==> config.mk <==
export PLATFORM = sky130hd
export DESIGN_NAME = pi_controller_anti_windup_top
export DESIGN_NICKNAME = d
export VERILOG_FILES = /design/src/piaw_pkg.sv /design/src/pi_controller_anti_windup_top.sv /design/src/piaw_integ.sv /design/src/piaw_scale.sv
export SDC_FILE = /design/constraint.sdc
export NUM_CORES = 2
export LEC_CHECK = 0
export BUFFER_PORTS_ARGS = -buffer_cell sky130_fd_sc_hd__buf_2
export CAP_MARGIN = 10
export CORE_MARGIN = 2
export CORE_UTILIZATION = 45
export CTS_BUF_LIST = sky130_fd_sc_hd__clkbuf_16
export CTS_CLUSTER_SIZE = 14
export DETAILED_ROUTE_END_ITERATION = 8
export SLEW_MARGIN = 20
export SYNTH_ARGS = -nofsm -noshare
export SYNTH_HDL_FRONTEND = slang
export SYNTH_SLANG_ARGS = --single-unit
==> constraint.sdc <==
create_clock -name clk -period 9.1 [get_ports clk]
set_clock_uncertainty 0.15 [all_clocks]
set_input_delay 1.82 -clock clk [delete_from_list [all_inputs] [get_ports clk]]
set_output_delay 1.82 -clock clk [all_outputs]
set_load 0.005 [all_outputs]
==> src/piaw_pkg.sv <==
`timescale 1ns / 1ps
package piaw_pkg;

	localparam int TEMP_W  = 18;
	localparam int ERR_W   = 19;
	localparam int INTEG_W = 21;
	localparam int SUM_W   = 22;
	localparam int CTRL_W  = 26;
	localparam int NCLP_W  = 21;
	localparam int DRIVE_W = 17;
	localparam int Y_W     = 30;
	localparam int RECIP_W = 31;
	localparam int SHIFT_K = 44;
	localparam int PROD_W  = Y_W + RECIP_W;
	localparam int QM_W    = DRIVE_W + 14;

	localparam logic signed [SUM_W-1:0]  INTEG_HI = 22'sd1000000;
	localparam logic signed [SUM_W-1:0]  INTEG_LO = -22'sd1000000;
	localparam logic signed [CTRL_W-1:0] FULL_SCALE = 26'sd2000000;
	localparam logic [NCLP_W-1:0]        FULL_SCALE_U = 21'd2000000;

	localparam logic [Y_W-1:0]     ROUND_HALF = 30'd7812;
	localparam logic [RECIP_W-1:0] RECIP_M    = 31'd1125899906;
	localparam logic [13:0]        DIVISOR    = 14'd15625;

	typedef struct packed {
		logic en_s2;
		logic en_s3;
		logic en_out;
	} stage_en_t;

endpackage

==> src/pi_controller_anti_windup_top.sv <==
`timescale 1ns / 1ps
// an accepted word passes the input register, the integrator stage register,
// the scale stage register and the output register in that order
// throughput: one word per cycle unless m_tready stalls; a stage refills once empty
// the integrator update is a loop on integ_q within the first stage
// reset: integral, last target and started flag clear; all stages empty
module pi_controller_anti_windup_top (
	input  logic        clk,
	input  logic        arst_n,
	input  logic        s_tvalid,
	output logic        s_tready,
	input  logic [39:0] s_tdata,   // measured_temp[17:0], target_temp[35:18], zero pad
	output logic        m_tvalid,
	input  logic        m_tready,
	output logic [23:0] m_tdata    // drive_q16[16:0], integral_held[17], zero pad
);

	logic                                      vld_s1_q;
	logic                                      vld_s2_q;
	logic                                      vld_s3_q;
	logic                                      vld_out_q;
	logic signed [piaw_pkg::TEMP_W-1:0]        meas_s1;
	logic signed [piaw_pkg::TEMP_W-1:0]        targ_s1;
	logic        [piaw_pkg::NCLP_W-1:0]        n_s2;
	logic                                      held_s2;
	logic        [piaw_pkg::DRIVE_W-1:0]       drive_q;
	logic                                      held_q;
	logic                                      rdy_out;
	logic                                      rdy_s3;
	logic                                      rdy_s2;
	logic                                      take_in;
	piaw_pkg::stage_en_t                       en;

	always_comb begin
		rdy_out   = !vld_out_q || m_tready;
		en.en_out = vld_s3_q && rdy_out;
		rdy_s3    = !vld_s3_q || rdy_out;
		en.en_s3  = vld_s2_q && rdy_s3;
		rdy_s2    = !vld_s2_q || rdy_s3;
		en.en_s2  = vld_s1_q && rdy_s2;
		s_tready  = !vld_s1_q || rdy_s2;
		take_in   = s_tvalid && s_tready;
	end

	always_ff @(posedge clk or negedge arst_n) begin
		if (!arst_n) begin
			vld_s1_q  <= 1'b0;
			vld_s2_q  <= 1'b0;
			vld_s3_q  <= 1'b0;
			vld_out_q <= 1'b0;
		end else begin
			if (s_tready) begin
				vld_s1_q <= s_tvalid;
			end
			if (rdy_s2) begin
				vld_s2_q <= vld_s1_q;
			end
			if (rdy_s3) begin
				vld_s3_q <= vld_s2_q;
			end
			if (rdy_out) begin
				vld_out_q <= vld_s3_q;
			end
		end
	end

	always_ff @(posedge clk) begin
		if (take_in) begin
			meas_s1 <= s_tdata[17:0];
			targ_s1 <= s_tdata[35:18];
		end
	end

	piaw_integ u_integ (
		.clk     (clk),
		.arst_n  (arst_n),
		.en      (en.en_s2),
		.meas_s1 (meas_s1),
		.targ_s1 (targ_s1),
		.n_s2    (n_s2),
		.held_s2 (held_s2)
	);

	piaw_scale u_scale (
		.clk     (clk),
		.en      (en),
		.n_s2    (n_s2),
		.held_s2 (held_s2),
		.drive_q (drive_q),
		.held_q  (held_q)
	);

	assign m_tvalid = vld_out_q;
	assign m_tdata  = {6'd0, held_q, drive_q};

endmodule

==> src/piaw_integ.sv <==
`timescale 1ns / 1ps
module piaw_integ (
	input  logic                                     clk,
	input  logic                                     arst_n,
	input  logic                                     en,
	input  logic signed [piaw_pkg::TEMP_W-1:0]       meas_s1,
	input  logic signed [piaw_pkg::TEMP_W-1:0]       targ_s1,
	output logic        [piaw_pkg::NCLP_W-1:0]       n_s2,
	output logic                                     held_s2
);

	logic signed [piaw_pkg::INTEG_W-1:0] integ_q;
	logic signed [piaw_pkg::TEMP_W-1:0]  last_target_q;
	logic                                started_q;

	logic                                fresh;
	logic signed [piaw_pkg::ERR_W-1:0]   err;
	logic signed [piaw_pkg::INTEG_W-1:0] prev;
	logic signed [piaw_pkg::SUM_W-1:0]   sum;
	logic signed [piaw_pkg::SUM_W-1:0]   cand;
	logic signed [piaw_pkg::CTRL_W-1:0]  err_x;
	logic signed [piaw_pkg::CTRL_W-1:0]  prop;
	logic signed [piaw_pkg::CTRL_W-1:0]  n_new;
	logic signed [piaw_pkg::CTRL_W-1:0]  n_old;
	logic signed [piaw_pkg::CTRL_W-1:0]  n_sel;
	logic                                held;
	logic        [piaw_pkg::NCLP_W-1:0]  n_clp;

	always_comb begin
		fresh = !started_q || (last_target_q != targ_s1);
		err   = {targ_s1[piaw_pkg::TEMP_W-1], targ_s1} - {meas_s1[piaw_pkg::TEMP_W-1], meas_s1};
		prev  = fresh ? '0 : integ_q;
		sum   = {prev[piaw_pkg::INTEG_W-1], prev}
			+ {{(piaw_pkg::SUM_W-piaw_pkg::ERR_W){err[piaw_pkg::ERR_W-1]}}, err};
		if (sum > piaw_pkg::INTEG_HI) begin
			cand = piaw_pkg::INTEG_HI;
		end else if (sum < piaw_pkg::INTEG_LO) begin
			cand = piaw_pkg::INTEG_LO;
		end else begin
			cand = sum;
		end
		// proportional term, 50 * e
		err_x = {{(piaw_pkg::CTRL_W-piaw_pkg::ERR_W){err[piaw_pkg::ERR_W-1]}}, err};
		prop  = (err_x <<< 5) + (err_x <<< 4) + (err_x <<< 1);
		n_new = prop + {{(piaw_pkg::CTRL_W-piaw_pkg::SUM_W){cand[piaw_pkg::SUM_W-1]}}, cand};
		n_old = prop + {{(piaw_pkg::CTRL_W-piaw_pkg::INTEG_W){prev[piaw_pkg::INTEG_W-1]}}, prev};
		held  = ((n_new > piaw_pkg::FULL_SCALE) && (err > 0))
			|| ((n_new < 0) && (err < 0));
		n_sel = held ? n_old : n_new;
		if (n_sel < 0) begin
			n_clp = '0;
		end else if (n_sel > piaw_pkg::FULL_SCALE) begin
			n_clp = piaw_pkg::FULL_SCALE_U;
		end else begin
			n_clp = n_sel[piaw_pkg::NCLP_W-1:0];
		end
	end

	always_ff @(posedge clk or negedge arst_n) begin
		if (!arst_n) begin
			integ_q       <= '0;
			last_target_q <= '0;
			started_q     <= 1'b0;
		end else if (en) begin
			integ_q       <= held ? prev : cand[piaw_pkg::INTEG_W-1:0];
			last_target_q <= targ_s1;
			started_q     <= 1'b1;
		end
	end

	always_ff @(posedge clk) begin
		if (en) begin
			n_s2    <= n_clp;
			held_s2 <= held;
		end
	end

endmodule

==> src/piaw_scale.sv <==
`timescale 1ns / 1ps
module piaw_scale (
	input  logic                               clk,
	input  piaw_pkg::stage_en_t                en,
	input  logic [piaw_pkg::NCLP_W-1:0]        n_s2,
	input  logic                               held_s2,
	output logic [piaw_pkg::DRIVE_W-1:0]       drive_q,
	output logic                               held_q
);

	logic [piaw_pkg::Y_W-1:0]     y;
	logic [piaw_pkg::PROD_W-1:0]  prod;
	logic [piaw_pkg::Y_W-1:0]     y_s3;
	logic [piaw_pkg::DRIVE_W-1:0] q_s3;
	logic                         held_s3;
	logic [piaw_pkg::QM_W-1:0]    qm;
	logic [piaw_pkg::Y_W-1:0]     rem;
	logic [piaw_pkg::DRIVE_W-1:0] q_fix;

	// drive = floor((512n + 7812) / 15625) via reciprocal
	always_comb begin
		y    = {n_s2, 9'd0} + piaw_pkg::ROUND_HALF;
		prod = {{piaw_pkg::RECIP_W{1'b0}}, y} * {{piaw_pkg::Y_W{1'b0}}, piaw_pkg::RECIP_M};
	end

	always_ff @(posedge clk) begin
		if (en.en_s3) begin
			y_s3    <= y;
			q_s3    <= prod[piaw_pkg::SHIFT_K +: piaw_pkg::DRIVE_W];
			held_s3 <= held_s2;
		end
	end

	// estimate is exact or one low
	always_comb begin
		qm    = {{14{1'b0}}, q_s3} * {{piaw_pkg::DRIVE_W{1'b0}}, piaw_pkg::DIVISOR};
		rem   = y_s3 - qm[piaw_pkg::Y_W-1:0];
		q_fix = (rem >= {{(piaw_pkg::Y_W-14){1'b0}}, piaw_pkg::DIVISOR}) ? q_s3 + 1'b1 : q_s3;
	end

	always_ff @(posedge clk) begin
		if (en.en_out) begin
			drive_q <= q_fix;
			held_q  <= held_s3;
		end
	end

endmodule
* After elaboration in Yosys (flattened, before gate mapping)
Cells that the tools add are included.
** Word-level totals
- Bits in registers :: 168
- Latch bits :: 0
- RAM bits :: 0
- ROM bits :: 0
- Input port bits :: 44
- Output and inout bits :: 26
- Memories :: 0
** Cells by class
- $add $sub $neg :: 9
- $mul :: 2
- Divide/modulo/power cells :: 0
- Magnitude comparators :: 9
- Eq/ne operators :: 1
- Shifts and indexed selects :: 0
- Multiplexer cells :: 7
- Bitwise logic cells :: 0
- Reduce and logical (&&, ||, !) cells :: 18
** Operators by type and width (count)
- $mux W21 :: 3
- $mul A30 B30 Y60 const B :: 1
- $add A26 B26 Y26 :: 2
- $gt A26 B22 Y1 const B :: 2
- $lt A26 B1 Y1 const B :: 2
- $mux W22 :: 2
- $add A30 B13 Y30 const B :: 1
- $ge A30 B14 Y1 const B :: 1
- $mul A17 B14 Y30 const B :: 1
- $sub A30 B30 Y30 :: 1
- $add A25 B20 Y26 :: 1
- $mux W26 :: 1
- $add A24 B23 Y25 :: 1
- $add A21 B19 Y22 :: 1
- $gt A22 B21 Y1 const B :: 1
- $lt A22 B21 Y1 const B :: 1
- $gt A19 B1 Y1 const B :: 1
- $lt A19 B1 Y1 const B :: 1
- $sub A18 B18 Y19 :: 1
- $ne A18 B18 Y1 :: 1
- $add A17 B1 Y17 const B :: 1
- $mux W17 :: 1
- $logic_and A1 B1 Y1 :: 6
- $logic_or A1 B1 Y1 :: 6
- other kinds (2) :: 6

* Longest topological paths before layout
- Depth in word-level cells :: 14
- Gate-level depth with buffers :: 54
- Gate-level depth less buffers :: 52

* Cells and area by module
From an unflattened synthesis, not the netlist that was laid out.
** Second synthesis, totals
- Cell total of the unflattened synthesis :: 3050
- Area, all modules :: 29671.0 sq um
** By module, submodules not included
- piaw_scale :: times used 1, cells each 1839, area each 18695.4 sq um, sequential area each 1711.6 sq um
- piaw_integ :: times used 1, cells each 1151, area each 9654.3 sq um, sequential area each 1661.6 sq um
- pi_controller_anti_windup_top :: times used 1, cells each 60, area each 1321.3 sq um, sequential area each 1181.1 sq um

* Least setup slack after synthesis
Ideal clock, no wire load.
- Kind :: reg-to-reg
- From :: reg targ_s1[1] (netlist name)
- To :: reg u_integ.n_s2[11] (netlist name) (data pin)
- Setup time :: 0.268 ns
- Data arrival time :: 9.393 ns
- Data required time :: 8.682 ns
- Path slack :: -0.711 ns
- Stages on the path, launching flop included :: 48
- Buffers on the path :: 2
- Cells stage by stage :: edfxtp_1 -> xor2_1 -> nor4_1 -> and4_1 -> clkbuf_1 -> and2_1 -> nand2_1 -> inv_1 -> ha_1 -> inv_1 -> fa_1 -> nand2b_1 -> a21oi_1 -> o22ai_1 -> o21ai_0 -> nand4_1 -> and3_1 -> xnor2_1 -> [12 not listed] -> ha_1 -> nor2b_1 -> o31a_1 -> o21ai_1 -> a211oi_2 -> o2111ai_1 -> a21boi_1 -> a311oi_1 -> nand3_1 -> or4_1 -> a21o_1 -> a31oi_4 -> inv_2 -> mux2i_1 -> or3b_1 -> a21oi_2 -> buf_4 -> nor3_1
** Between the ends
- Cells in the longest elaborated chain, start to end :: 14
- Elaborated cells on any way between the ends :: 24
- Classes of those cells :: 6 x add/sub; 8 x order compare; 1 x eq/ne; 4 x mux; 5 x reduce/logical
** Ends and longest elaborated chain
- from (decl) :: line pi_controller_anti_windup_top.sv:23 : logic signed [piaw_pkg::TEMP_W-1:0] targ_s1;
- from (signal assigned) :: line pi_controller_anti_windup_top.sv:70 : targ_s1 <= s_tdata[35:18];
- parallel branches: the longest is 11 deep, another holds $add A26 B26 Y26
- $mux W26 (*) :: line piaw_integ.sv:49 : n_sel = held ? n_old : n_new;
- $gt A26 B22 Y1 or $lt A26 B1 Y1 (tied branches) :: line piaw_integ.sv:52, piaw_integ.sv:50
- $reduce_or A2 Y1 (no line)
- to (signal assigned) :: line piaw_integ.sv:73 : n_s2 <= n_clp;
- to (decl) :: line piaw_integ.sv:8 : output logic [piaw_pkg::NCLP_W-1:0] n_s2,
Every way passes the cells marked *.
A chain may end at the register's enable or synchronous reset.

* Final worst setup path
- From :: reg targ_s1[1] (netlist name)
- To :: reg u_integ.n_s2[0] (netlist name) (data pin)
Same word-level chain as after synthesis.

==> impl_metrics.ini <==
[status]
outcome = finished, violations left
violations = setup timing

[clock_tree]
cts_buffers = 17
cts-root-buf = clkbuf_16
ctsHoldBuffers = 0
clk_path_buf_depth = 2
ctsHtreeMaxLevel = 4
clock_latency_ns = 0.49
clkSinkCount = 159
clk_pin_slew_ns = 0.08
cts_tree = done

[logic_synthesis]
netlist_area_mm2 = 0.0289
ys_types = 85
netlist_instances = 3030
synth-seq-cells = 159
async_reset_ff_frac = 0.277
ys.flop_type = edfxtp_1
synth.avg_cell_area_um2 = 9.53
yosysWarnings = 0
ys_seq_area_frac = 0.158
synth_edf_count = 115

[drt]
wire_per_inst_um = 17.5
drt_iter0_drc = 1092
firstDrtPassIters = 8
route.antenna.remaining_nets = 0
vias = 23000
drcViolationCount = 0
vias_per_cell = 5.18
wl_um = 77400

[sta]
period_needed_ns = 9.81
setup_tns_ns = -19.58
maxSlewHeadroom = 0.328
hold_viol_final = 0
fmax_mhz = 102
finalWorstSetupSlack_ns = -0.707
finalMaxSlewViolations = 0
period_share = 1.08
setup_viol = 42
tightest_slew_ns = 0.982
rsz0062_at_grt = true

[global_routing]
grt_pass1_wl_um = 124000
grt_usage = 0.236
antenna_found_initial = 0
grt.overflow.total = 0
first_global_vias = 24000
grt_max_degree = 45

[cells_and_area]
antennaDiodeCount = 0
drive_above_1_share = 0.231
fin_nets = 4499
syn_to_final_growth_pct = 24.2

[worst_setup_path]
worst_ep_required_time_ns = 9.17
critPathCaptureType = flip-flop
crit_arrival_ns = 9.88
reg2reg_to = u_integ.n_s2[0]
reg2reg_depth = 49
crit_slowest_cell = or4_4
crit_top_cell = inv_2
cp_num_buf_inv = 10
startpoint = targ_s1[1]
critical-path-top-delay-family = simple AND/OR/NAND/NOR gates
path_max_fanout = 7
reg2reg_setup_slack_ns = -0.71
startpoint_type = flip-flop
cpPeakStageDelay_ns = 0.55
crit_type = reg -> reg
reg2reg_from = targ_s1[1]

[die]
std_cell_rows = 92
start_util = 0.457
dieArea_mm2 = 0.0662
io_pins = 70
die_h_um = 257
die_w_um = 257
fp.coreArea_mm2 = 0.0632

[placed_design]
io_buffers = 59
post-dp-hpwl_um = 65100
gp_congestion = 0.908

[worst_hold_path]
min_to = u_scale.held_q
whs_path_depth = 0
min_from = u_scale.held_s3
worst_hold_path_type = reg -> reg

[flow_run]
max_cap_violations = 0
## synth_stat cells, drive strengths merged, types with 6 or more instances
cell type  count  share of area
inv          655          0.085
ha           537           0.23
fa           345           0.24
nand2        162          0.021
a21oi        133          0.023
nor2         126          0.016
edfxtp       115           0.12
xnor2        100          0.030
o21ai         84          0.015
xor2          61          0.019
a21o          57          0.015
nand3         54         0.0094
nor3          53         0.0092
dfrtp         44          0.038
and3          37         0.0080
o21a          35         0.0091
nand2b        33         0.0072
clkbuf        30         0.0039
a211oi        27         0.0072
nor2b         27         0.0059
nand4         25         0.0054
and2          21         0.0046
mux2i         21         0.0073
a22o          20         0.0061
o21bai        19         0.0049
a211o         17         0.0052
buf           13         0.0028
o211ai        13         0.0034
o31ai         13         0.0034
or3           12         0.0026
o2111ai       11         0.0033
a31oi         10         0.0027
and4          10         0.0030
nor4           9         0.0022
a2111oi        8         0.0026
or4            8         0.0021
o22ai          7         0.0015
a21boi         6         0.0016
o31a           6         0.0018
or2            6         0.0013
## worst max-delay path by stage
stage                             to  slack, ns  cells past startpoint
floorplan           u_integ.n_s2[11]      -0.17                     52
global placement     u_integ.n_s2[8]      -0.98                     48
detailed placement  u_integ.n_s2[13]      -1.10                     48
CTS                  u_integ.n_s2[5]      -0.73                     49
global route        u_integ.n_s2[13]      -1.17                     56
finish               u_integ.n_s2[0]      -0.71                     49
## flip-flops by register name, indices dropped and copies added, names as in the netlist, 17 cells and up
register,flops
u_integ.integ_q,21
u_integ.last_target_q,18
u_scale.drive_q,17
meas_s1,18
targ_s1,18
u_scale.q_s3,17
u_integ.n_s2,21
u_scale.y_s3,21
## repair_timing
item                       CTS  global route
pin swaps                   33           136
setup buffers               16            52
resized for setup           64           196
cloned                       2             2
setup endpoints to repair   47            52
## cell usage in the layout, fill, tap and decap left out, drive strengths merged, types with 44 or more instances in the layout
master  instances
a21o           57
a21oi         133
buf           560
dfrtp          44
edfxtp        115
fa            345
ha            537
inv           658
nand2         162
nand3          54
nor2          126
nor3           53
o21ai          84
xnor2         100
xor2           61
## worst reg2reg max path: cells and delay by family, from the launching register on
family | cells | cell delay [ns]
mux | 1 | 0.16
fa+ha+maj | 4 | 0.96
simple gates | 16 | 3.63
flops | 1 | 0.44
xor+xnor | 1 | 0.16
buf+inv | 10 | 1.25
compound gates | 17 | 2.80
## stage by stage
step	cells	setup WS [ns]	hold slack (ns)	utilization	area, um2
2_1_floorplan	3035	-0.168	0.250	-	29100
3_3_place_gp	4329	-0.979	0.259	0.530	33500
3_5_place_dp	4329	-1.10	0.256	0.530	33500
4_1_cts	4379	-0.725	0.274	0.546	34500
5_1_grt	4432	-1.17	0.291	0.567	35900
6_report	4432	-0.707	0.272	0.567	35900
## cell type report
class,count,area (um2)
Clock buffer,17,425
Clock inverter,15,211
Fill cell,5563,27300
Multi-Input combinational cell,2178,23000
Tap cell,846,1060
Sequential cell,159,4550
Inverter,655,2470
Timing Repair Buffer,562,4190
## cell families after synthesis
| family | Yosys count | share of synthesized area |
|---|---|---|
| muxes | 22 | 0.00767 |
| and+or+nand+nor | 600 | 0.103 |
| DFF | 159 | 0.158 |
| buffers and inverters | 698 | 0.0919 |
| AOI/OAI and AO/OA | 506 | 0.118 |
| other | 1 | 0.000130 |
| xor gates and xnor gates | 161 | 0.0489 |
| adders and majority gates | 883 | 0.472 |
## metal layers
metal  part of all wire  GRT usage
met1               0.43      0.294
met5                  0          0
met3              0.023     0.0255
met2               0.52      0.432
met4              0.023     0.0631
Power is not shown: default switching activity piles up to over one toggle a cycle in this logic, so the estimate is an artifact.
